$ cat src/sv/lbwp_pkg.sv
// ----------------------------------------------------------------------------
// lbwp_pkg
// Shared types and constants of the load balanced worker picker.
// ----------------------------------------------------------------------------
package lbwp_pkg;

   localparam int unsigned LOAD_W   = 32;
   localparam int unsigned WEIGHT_W = 16;
   localparam int unsigned KIND_W   = 4;
   localparam int unsigned REF_W    = 16;
   localparam int unsigned RND_W    = 16;
   localparam int unsigned CHOSEN_W = 3;

   localparam logic [LOAD_W-1:0] LOAD_MAX = '1;

   // Eligible when load <= (ElgNum/ElgDen) * average load.
   localparam int unsigned ELG_NUM = 4;
   localparam int unsigned ELG_DEN = 5;

   typedef enum logic [2:0] {
      ST_IDLE,
      ST_ELIG,
      ST_MED,
      ST_KMUL,
      ST_SCAN,
      ST_UPD_RD,
      ST_UPD_WR
   } lbwp_state_type;

endpackage

$ cat src/sv/lbwp_load_mem.sv
// ----------------------------------------------------------------------------
// lbwp_load_mem
// Per-worker load counters: one write port, two registered read ports.
// Entries not yet written read as zero through a per-entry valid bit.
// ----------------------------------------------------------------------------
module lbwp_load_mem
   import lbwp_pkg::*;
#(
   parameter int unsigned WORKERS = 8
) (
   input  logic                       clock,
   input  logic                       reset,
   input  logic [$clog2(WORKERS)-1:0] rd_a_addr,
   input  logic [$clog2(WORKERS)-1:0] rd_b_addr,
   output logic [LOAD_W-1:0]          rd_a_data,
   output logic [LOAD_W-1:0]          rd_b_data,
   input  logic                       wr_en,
   input  logic [$clog2(WORKERS)-1:0] wr_addr,
   input  logic [LOAD_W-1:0]          wr_data
);
   logic [LOAD_W-1:0]  mem [WORKERS];
   logic [WORKERS-1:0] valid_ff;
   logic [LOAD_W-1:0]  rd_a_raw_ff;
   logic [LOAD_W-1:0]  rd_b_raw_ff;
   logic               rd_a_vld_ff;
   logic               rd_b_vld_ff;

   always_ff @(posedge clock) begin
      if (wr_en) begin
         mem[wr_addr] <= wr_data;
      end
      rd_a_raw_ff <= mem[rd_a_addr];
      rd_b_raw_ff <= mem[rd_b_addr];
   end

   always_ff @(posedge clock) begin
      if (reset) begin
         valid_ff    <= '0;
         rd_a_vld_ff <= 1'b0;
         rd_b_vld_ff <= 1'b0;
      end else begin
         if (wr_en) begin
            valid_ff[wr_addr] <= 1'b1;
         end
         rd_a_vld_ff <= valid_ff[rd_a_addr];
         rd_b_vld_ff <= valid_ff[rd_b_addr];
      end
   end

   assign rd_a_data = rd_a_vld_ff ? rd_a_raw_ff : '0;
   assign rd_b_data = rd_b_vld_ff ? rd_b_raw_ff : '0;

endmodule

$ cat config.mk
export PLATFORM = sky130hd
export DESIGN_NAME = lbwp_load_mem
export DESIGN_NICKNAME = d
export VERILOG_FILES = /design/src/sv/lbwp_pkg.sv /design/src/sv/lbwp_load_mem.sv
export SDC_FILE = /design/constraint.sdc
export NUM_CORES = 1
export LEC_CHECK = 0
export BUFFER_PORTS_ARGS = -buffer_cell sky130_fd_sc_hd__buf_2
export CAP_MARGIN = 10
export CORE_MARGIN = 5
export CORE_UTILIZATION = 40
export DETAILED_ROUTE_END_ITERATION = 7
export GPL_TIMING_DRIVEN = 0
export PLACE_DENSITY = 0.69
export REMOVE_ABC_BUFFERS = 1
export SYNTH_ARGS = -nofsm -noshare
export SYNTH_HDL_FRONTEND = slang
export SYNTH_SLANG_ARGS = --single-unit
$ cat constraint.sdc
create_clock -name clock -period 5.2 [get_ports clock]
set_clock_uncertainty 0.2 [all_clocks]
set_input_delay 0.26 -clock clock [delete_from_list [all_inputs] [get_ports clock]]
set_output_delay 0.26 -clock clock [all_outputs]
set_load 0.03 [all_outputs]
==> run summary <==
Area growth syn-to-layout: 20.2%
ANT nets after route: 0
Hpwl dp: 18,800 um
Normalized max-slew margin: 0.152
Max layer used: met5
Sw Ratio: 0.215
F_max: 422 MHz
Most used DFF post-synth: edfxtp_1
Syn Inst Count: 668
Max-cap violations: 0
Hold Path Class: input port to flop
Yosys warning total: 0
FP Rows: 67
Clock Sinks: 330
CTS root buffer: clkbuf_16
Die Ht: 195 um
# hold bufs at CTS: 33
Number of CTS-inserted buffers: 36
Clk slew on worst S/H paths: 0.06 ns
Leak Pwr: 5.75 nW
Vias per cell: 5.34
GRT Total Usage: 0.161
Post-synth ARST share: 0
Pwr/cell area: 362 mW/mm^2
Remaining global-route overflow: 0
Switch Pwr: 0.00128 W
Pre-CTS setup slack: 2.66 ns
Post-synthesis cell type count: 21
Most frequent cell after synthesis: edfxtp_1
Hold Slack: 0.0397 ns
Status: completed
First-pass iteration count of the detailed router: 4
RSZ-0062 raised after global routing: no
Placed cell area: 0.0150 mm^2
Met2 wire length: 15,000 um
Starting Density: 0.407
Fin crit period: 2.37 ns
Largest area contributor in the netlist: edfxtp_1
Placer Congestion: 0.690
Synth cell count leaders: edfxtp_1, mux4_2, dfxtp_1
Clock share of power: 0.410
WL met3: 1620 um
Pin count of the biggest net entering global routing: 55
I/O pin total: 108
Critical Path End Type: output pin
DRT Wirelength: 30,500 um
Flops & latches, synth: 330
Synth top area cells: edfxtp_1, mux4_2, dfxtp_1, mux2_2, and2_1
Mapped cell area: 0.0137 mm^2
Worst-skew pair later-pin latency: 0.50 ns
Antenna diode count: 0
Fin. Hold Viols: 0
Vias in the first global route: 7,618
WL/cell: 23.4 um
Final nets: 874
CP arrival: 1.91 ns
Slew Limit Fails: 0
Sequential cell area fraction in the yosys report: 0.669
Startpoint types: flop
Final instance area: 0.0165 mm^2
Final setup margin: 2.83 ns
CTS tree: yes
Die Wd: 195 um
Sequential share of power: 0.506
Number of H-tree levels: 2
Crit-path max FO: 32
DRC viols: 0
Setup TNS: 0 ns
Post-CTS sizing: 0
Number of flops mapped to enable cells by yosys: 256
CTS max path bufs: 3
Postcts setup bufs: 0
Int Pwr: 0.00468 W
CP cell instances: and2_1, buf_2
Layout cell share with drive strength beyond 1: 0.460
Vias post-DR: 6,957
Final core occ: 0.489
CP max stage cell: dfxtp_2
M1 wire length: 13,400 um
Placeable Area: 0.0337 mm^2
First-pass GRT wire length: 46,600 um
Critical path's largest stage delay: 0.88 ns
Post-synthesis average cell area: 20.5 um^2
Fin crit share: 0.456
Die area: 0.0381 mm^2
Worst vdd ir: 0.000204 V
WP data required: 4.74 ns
Comb pwr share: 0.083
PortBufs: 107
Setup violators final: 0
Initial antenna violation count: 1
Slew @ Worst Pin: 1.27 ns
Initial drt markers: 473
Crit Path Class: flop to output pin
Synth top area share: 0.561
## through the flow
step / power (W) / cells
floorplan: 0.00333 / 625
global placement: 0.00354 / 1180
detailed placement: 0.00356 / 1207
CTS: 0.00604 / 1304
global route: 0.00619 / 1304
finish: 0.00596 / 1304
## worst max-delay path, delay by kind of cell, from the launching register on
kind | cells | cell delay, ns
buffers and inverters | 1 | 0.22
flip-flops | 1 | 0.88
AND/OR/NAND/NOR | 1 | 0.30
## power groups by stage
stage | sequential (W) | clock [W] | combinational [W]
after floorplan | 0.00305 | 0 | 0.000278
final | 0.00302 | 0.00245 | 0.000497
after CTS | 0.00302 | 0.00251 | 0.000507
after detailed placement | 0.00308 | 0 | 0.000483
after global routing | 0.00303 | 0.00262 | 0.000534
after global placement | 0.00308 | 0 | 0.000462
## sequential cells by signal, summed over array words and instances (netlist names)
name and cells:
rd_a_vld_ff 1, rd_b_raw_ff 32, valid_ff 8, rd_a_raw_ff 32
rd_b_vld_ff 1, mem 256
## final timing paths
kind | from | endpoint | slack (ns) | cells past startpoint
worst max register to register | mem[3][24]$_DFFE_PP_ | rd_b_raw_ff[24]$_DFF_P_ | 3.71 | 2
worst min-delay path | wr_addr[0] | mem[0][0]$_DFFE_PP_ | 0.04 | 2
worst min register to register | valid_ff[6]$_SDFFE_PP0P_ | valid_ff[6]$_SDFFE_PP0P_ | 0.30 | 2
worst max-delay path | rd_b_vld_ff$_SDFF_PP0_ | rd_b_data[17] | 2.83 | 2
## cell type report
cell class,instances,area [um^2]
clock inverters,21,181
well taps,448,561
fillers,2781,17200
inverters,2,7.51
repair buffers,167,1260
flip-flops and latches,330,9170
clock buffers,43,958
multi-input cells,293,4330
## per-layer routing
layer / global-route usage / vias up
met1: 0.225 / 3661
met5: 0 / -
met3: 0.0281 / 40
li1: - / 3071
met4: 0.0321 / 2
met2: 0.268 / 183
## logic make-up (layout without fill, tap and decap cells)
logic type / count (synthesis) / after routing / share of synthesized area
flops: 330 / 330 / 0.669
compound gates: 7 / 7 / 0.00456
buf+inv: 45 / 233 / 0.0191
mux: 198 / 198 / 0.269
simple gates: 88 / 88 / 0.0383
## layout by cell type, fill, tap and decap left out, types with 6 or more instances in the layout
master         count
edfxtp_1         256
mux4_2           130
buf_2            103
dfxtp_1           72
mux2_2            64
and2_1            64
clkbuf_16         37
dlygate4sd3_1     33
nor2_1            14
buf_4             12
clkinv_2           9
buf_6              9
clkinv_1           6
No activity file was read; power rests on OpenSTA's default activity.
