**src/sv/lbwp_pkg.sv**
```systemverilog
// ----------------------------------------------------------------------------
// lbwp_pkg
// Shared types and constants of the load balanced worker picker.
// ----------------------------------------------------------------------------
package lbwp_pkg;

   localparam int unsigned LOAD_W   = 32;
   localparam int unsigned WEIGHT_W = 16;
   localparam int unsigned KIND_W   = 4;
   localparam int unsigned REF_W    = 16;
   localparam int unsigned RND_W    = 16;
   localparam int unsigned CHOSEN_W = 3;

   localparam logic [LOAD_W-1:0] LOAD_MAX = '1;

   // Eligible when load <= (ElgNum/ElgDen) * average load.
   localparam int unsigned ELG_NUM = 4;
   localparam int unsigned ELG_DEN = 5;

   typedef enum logic [2:0] {
      ST_IDLE,
      ST_ELIG,
      ST_MED,
      ST_KMUL,
      ST_SCAN,
      ST_UPD_RD,
      ST_UPD_WR
   } lbwp_state_type;

endpackage

```
**src/sv/lbwp_ctrl.sv**
```systemverilog
// ----------------------------------------------------------------------------
// lbwp_ctrl
// Sequencer: sweeps the load memory for the average test, falls back to a
// rank sweep against the upper median, picks the k-th eligible worker and
// writes back the saturated load.
// ----------------------------------------------------------------------------
module lbwp_ctrl
   import lbwp_pkg::*;
#(
   parameter int unsigned WORKERS = 8
) (
   input  logic                       clock,
   input  logic                       reset,
   input  logic                       start,
   input  logic [WEIGHT_W-1:0]        weight,
   input  logic [RND_W-1:0]           rnd,
   input  logic                       out_free,
   output logic                       idle,
   output logic                       done,
   output logic [$clog2(WORKERS)-1:0] pick,
   output logic [$clog2(WORKERS)-1:0] rd_a_addr,
   output logic [$clog2(WORKERS)-1:0] rd_b_addr,
   input  logic [LOAD_W-1:0]          rd_a_data,
   input  logic [LOAD_W-1:0]          rd_b_data,
   output logic                       wr_en,
   output logic [$clog2(WORKERS)-1:0] wr_addr,
   output logic [LOAD_W-1:0]          wr_data
);
   localparam int unsigned IDX_W = $clog2(WORKERS);
   localparam int unsigned CNT_W = $clog2(WORKERS + 1);
   localparam int unsigned SUM_W = LOAD_W + $clog2(WORKERS);
   localparam int unsigned CMP_W = SUM_W + 3;
   localparam int unsigned SCALE = ELG_DEN * WORKERS;
   localparam int unsigned PRD_W = RND_W + CNT_W;

   localparam logic [IDX_W:0]   LAST_CNT = (IDX_W + 1)'(WORKERS);
   localparam logic [IDX_W:0]   LAST_IDX = (IDX_W + 1)'(WORKERS - 1);
   localparam logic [CNT_W-1:0] HALF     = CNT_W'(WORKERS / 2);

   lbwp_state_type state_ff, state_in;

   logic [IDX_W:0]     a_ff;
   logic [IDX_W:0]     b_ff;
   logic [CNT_W-1:0]   count_ff;
   logic [CNT_W-1:0]   less_ff;
   logic [CNT_W-1:0]   seen_ff;
   logic [CNT_W-1:0]   k_ff;
   logic [WORKERS-1:0] elig_ff;
   logic [IDX_W-1:0]   pick_ff;
   logic [SUM_W-1:0]   sum_ff;

   logic [IDX_W:0]     prev_cnt;
   logic [IDX_W-1:0]   prev_idx;
   logic [IDX_W-1:0]   scan_idx;
   logic [CMP_W-1:0]   lhs;
   logic [CMP_W-1:0]   rhs;
   logic               hit;
   logic [CNT_W-1:0]   count_nxt;
   logic               is_less;
   logic [CNT_W-1:0]   less_tot;
   logic [PRD_W-1:0]   prod;
   logic               found;
   logic [LOAD_W:0]    add_full;
   logic [LOAD_W-1:0]  new_load;
   logic [LOAD_W-1:0]  delta;

   // datapath terms
   always_comb begin
      prev_cnt  = a_ff - 1'b1;
      prev_idx  = prev_cnt[IDX_W-1:0];
      scan_idx  = a_ff[IDX_W-1:0];
      lhs       = CMP_W'(rd_a_data) * CMP_W'(SCALE);
      rhs       = CMP_W'(sum_ff) * CMP_W'(ELG_NUM);
      hit       = (a_ff != '0) && (lhs <= rhs);
      count_nxt = count_ff + CNT_W'(hit);
      is_less   = rd_b_data < rd_a_data;
      less_tot  = less_ff + CNT_W'(is_less);
      prod      = PRD_W'(rnd) * PRD_W'(count_ff);
      found     = elig_ff[scan_idx] && (seen_ff == k_ff);
      add_full  = {1'b0, rd_a_data} + (LOAD_W + 1)'(weight);
      new_load  = add_full[LOAD_W] ? LOAD_MAX : add_full[LOAD_W-1:0];
      delta     = new_load - rd_a_data;
   end

   // next state
   always_comb begin
      state_in = state_ff;
      unique case (state_ff)
         ST_IDLE: begin
            if (start) state_in = ST_ELIG;
         end
         ST_ELIG: begin
            if (a_ff == LAST_CNT) begin
               state_in = (count_nxt == '0) ? ST_MED : ST_KMUL;
            end
         end
         ST_MED: begin
            if (b_ff == LAST_CNT && a_ff == LAST_IDX) state_in = ST_KMUL;
         end
         ST_KMUL: begin
            state_in = ST_SCAN;
         end
         ST_SCAN: begin
            if (found) state_in = ST_UPD_RD;
         end
         ST_UPD_RD: begin
            state_in = ST_UPD_WR;
         end
         ST_UPD_WR: begin
            if (out_free) state_in = ST_IDLE;
         end
         default: begin
            state_in = ST_IDLE;
         end
      endcase
   end

   // outputs
   always_comb begin
      idle      = 1'b0;
      done      = 1'b0;
      wr_en     = 1'b0;
      rd_a_addr = a_ff[IDX_W-1:0];
      rd_b_addr = b_ff[IDX_W-1:0];
      unique case (state_ff)
         ST_IDLE: begin
            idle = 1'b1;
         end
         ST_UPD_RD: begin
            rd_a_addr = pick_ff;
         end
         ST_UPD_WR: begin
            rd_a_addr = pick_ff;
            wr_en     = out_free;
            done      = out_free;
         end
         default: begin
         end
      endcase
   end

   assign pick    = pick_ff;
   assign wr_addr = pick_ff;
   assign wr_data = new_load;

   always_ff @(posedge clock) begin
      if (reset) begin
         state_ff <= ST_IDLE;
         sum_ff   <= '0;
         a_ff     <= '0;
         b_ff     <= '0;
         count_ff <= '0;
         less_ff  <= '0;
         seen_ff  <= '0;
         k_ff     <= '0;
         elig_ff  <= '0;
         pick_ff  <= '0;
      end else begin
         state_ff <= state_in;
         case (state_ff)
            ST_IDLE: begin
               a_ff     <= '0;
               b_ff     <= '0;
               count_ff <= '0;
               less_ff  <= '0;
               seen_ff  <= '0;
               elig_ff  <= '0;
            end
            ST_ELIG: begin
               // read data is registered, so it belongs to the previous address
               if (a_ff != '0) begin
                  elig_ff[prev_idx] <= hit;
                  count_ff          <= count_nxt;
               end
               a_ff <= (a_ff == LAST_CNT) ? '0 : a_ff + 1'b1;
            end
            ST_MED: begin
               if (b_ff == LAST_CNT) begin
                  // rank of this worker decides against the upper median
                  if (less_tot <= HALF) begin
                     elig_ff[scan_idx] <= 1'b1;
                     count_ff          <= count_ff + 1'b1;
                  end
                  less_ff <= '0;
                  b_ff    <= '0;
                  a_ff    <= (a_ff == LAST_IDX) ? '0 : a_ff + 1'b1;
               end else begin
                  if (b_ff != '0) less_ff <= less_tot;
                  b_ff <= b_ff + 1'b1;
               end
            end
            ST_KMUL: begin
               k_ff <= prod[PRD_W-1:RND_W];
            end
            ST_SCAN: begin
               if (found) begin
                  pick_ff <= scan_idx;
               end else begin
                  if (elig_ff[scan_idx]) seen_ff <= seen_ff + 1'b1;
                  a_ff <= a_ff + 1'b1;
               end
            end
            ST_UPD_WR: begin
               if (out_free) sum_ff <= sum_ff + SUM_W'(delta);
            end
            default: begin
            end
         endcase
      end
   end

endmodule

```
**config.mk**
```make
export PLATFORM = sky130hd
export DESIGN_NAME = lbwp_ctrl
export DESIGN_NICKNAME = d
export VERILOG_FILES = /design/src/sv/lbwp_pkg.sv /design/src/sv/lbwp_ctrl.sv
export SDC_FILE = /design/constraint.sdc
export NUM_CORES = 1
export LEC_CHECK = 0
export CORE_MARGIN = 2
export CORE_UTILIZATION = 50
export CTS_BUF_LIST = sky130_fd_sc_hd__clkbuf_4
export DETAILED_ROUTE_END_ITERATION = 12
export DONT_BUFFER_PORTS = 1
export PLACE_DENSITY = 0.73
export SYNTH_ARGS = -nofsm -noshare
export SYNTH_HDL_FRONTEND = slang
export SYNTH_SLANG_ARGS = --single-unit
```
**constraint.sdc**
```tcl
create_clock -name clock -period 16.5 [get_ports clock]
set_clock_uncertainty 0.2 [all_clocks]
set_input_delay 0.825 -clock clock [delete_from_list [all_inputs] [get_ports clock]]
set_output_delay 0.825 -clock clock [all_outputs]
set_load 0.01 [all_outputs]
```
==> flow_summary.toml <==
[global_route]
grt_pass1_wl_mm = 53.1
antenna_found_initial = 0
grt.total_usage_pct = 24.3
first_global_vias = 11100
grt_max_degree = 70
grt_overflow_total = 0

[floorplan]
rows = 57
initial_core_util_pct = 50.9
core_region_area_um2 = 24300
die_y_um = 161
fp.dieW_um = 161
dieArea_um2 = 26000
num_io_pins = 147

[setup_path]
cp_data_required_time_ns = 16.66
cp_slowest_cell = "o311ai_1"
cp_max_fo = 16
critical_path_class = "primary input to flip-flop"
startpoint_type = "primary input"
slowest_delay_ns = 0.46
arrival_ns = 8.41
endpoint_kind = "flip-flop"

[sta]
max_freq_ghz = 0.121
period_needed_ns = 8.25
rsz0062_at_grt = "false"
setup_viol = 0
max_slew.worst_pin.slew_ns = 0.871
max_slew_margin_pct = 41.8
finalHoldViolations = 0
drv_slew = 0
setup_tns_ns = 0
min_period_over_period_pct = 50.0

[job]
drv_cap = 0

[drt]
dr.pass1.iters = 5
wire_per_inst_um = 16.6
ant_nets = 0
vias = 11600
wirelength_mm = 32.3
drt_iter0_markers = 947
viasPerCell = 5.99
drc = 0

[synth]
syn_inst = 1646
async_flop_share_pct = 0
yosysSeqAreaShare_pct = 11.8
yosysTopAreaCellShare_pct = 22.6
synth_area_um2 = 12400
syn-mean-instance-area_um2 = 7.52
ys_warn_count = 0
synthTopCellsByArea = "ha_1, dfxtp_1, a21oi_1, nand2_1, fa_1"
synth_edf_count = 0
syn_nets = 2001
ys_ff_latch = 73
yosysTopAreaCell = "ha_1"
synthDistinctLibCells = 82
synth_flop_cell = "dfxtp_1"

[power]
power_density_nw_per_um2 = 71.6
vdd.ir_drop.worst_v = 0.0000752
power_uw = 909
leakage_nw = 5.77

[final_layout]
final_area_um2 = 12700
fillerInstances = 2386
final_cell_mix = "ha_1, nand2_1, a21oi_1"
area_growth_pct = 2.60
final_cells = 1941
drive_gt1_share_pct = 2.84
nets = 1967
mostFrequentLayoutCell = "ha_1"
diodes = 0

[clock_tree]
cts-hold-fix-buffers = 0
cts_sinks = 73
cts_setup_buffers = 0
numCtsBuffers = 9
clockBufferDepth = 2
clk_pin_slew_worst_paths_ns = 0.13
htree_levels = 3
ctsRootBufferMaster = "clkbuf_4"
clk_latency_ns = 0.46
cts.repair.resized = 0
tritoncts = "yes"

[place]
io_buffers = 0
dp.cells = 1925
hpwlAfterDp_mm = 26.0
globalplace.congestion = 0.938
dpl_cell_area_um2 = 12600

[worst_hold_path]
hold_path.class = "primary input to flip-flop"

[status]
status = "completed"
## registers in the layout (all words and copies together) (netlist names)
register  cells
pick          3
a_ff          4
state_ff      3
sum_ff       35
less_ff       4
elig_ff       8
seen_ff       4
k_ff          4
count_ff      4
b_ff          4
## metrics by stage
stage	hold WS [ns]	worst slack, ns	util (%)
after CTS	0.183	8.34	52.2
after global routing	0.175	7.79	52.2
after detailed placement	0.255	7.83	51.8
final	0.232	8.25	52.2
after global placement	0.252	8.04	51.8
after floorplan	0.244	8.95	-
## metal layers
metal,routed length (µm),GRT usage (%)
met5,0,0
met4,711,6.25
met3,1710,3.42
met2,15100,42.2
met1,14700,31.7
## cell usage after synthesis (31+ instances only)
library cell	instances
nor2_1	99
dfxtp_1	73
fa_1	31
a21oi_1	174
clkbuf_1	34
inv_1	134
ha_1	224
xor2_1	38
a21o_1	59
nand3_1	47
xnor2_1	64
nand2_1	197
o21ai_0	63
## layout make-up
| type | count | area (µm²) | area share (%) |
|---|---|---|---|
| Clock buffer | 9 | 67.6 | 0.532 |
| Inverter | 135 | 507 | 3.99 |
| Sequential cell | 73 | 1460 | 11.5 |
| Tap cell | 324 | 405 | 3.19 |
| Timing Repair Buffer | 3 | 22.5 | 0.177 |
| Clock inverter | 7 | 37.5 | 0.296 |
| Multi-Input combinational cell | 1390 | 10200 | 80.3 |
## cell families (layout without fill, tap and decap cells)
logic type / after synthesis / in the layout / share of synthesized area [%]
AND/OR/NAND/NOR: 534 / 534 / 21.1
AO/OA/AOI/OAI: 488 / 488 / 25.4
adder cells (fa/ha/maj): 255 / 255 / 27.7
buffers and inverters: 183 / 154 / 5.80
XOR/XNOR: 102 / 102 / 7.22
flip-flops: 73 / 73 / 11.8
multiplexers: 11 / 11 / 1.03
## power breakdown
| group | internal, mW | switching [mW] | leakage [nW] |
|---|---|---|---|
| clock | 0.0291 | 0.0695 | 0.0566 |
| combinational | 0.243 | 0.358 | 5.12 |
| sequential | 0.183 | 0.0261 | 0.589 |
## worst max-delay path: cells and delay by family
| kind | cells | cell delay [ns] |
|---|---|---|
| buf+inv | 1 | 0.33 |
| simple gates | 8 | 1.32 |
| xor+xnor | 1 | 0.16 |
| fa+ha+maj | 4 | 1.31 |
| compound gates | 16 | 4.46 |
## final timing paths
| kind | startpoint | end | slack [ns] | cells past startpoint |
|---|---|---|---|---|
| setup / recovery | weight[0] | sum_ff[34]$_SDFFE_PP0P_ | 8.25 | 30 |
| hold / removal | reset | pick[1]$_SDFFE_PP0P_ | 0.23 | 1 |
| setup reg to reg | count_ff[2]$_SDFFE_PP0P_ | k_ff[3]$_SDFFE_PP0P_ | 12.19 | 15 |
| hold reg to reg | k_ff[1]$_SDFFE_PP0P_ | k_ff[1]$_SDFFE_PP0P_ | 0.28 | 2 |
Power figures use the tool's default switching activity.
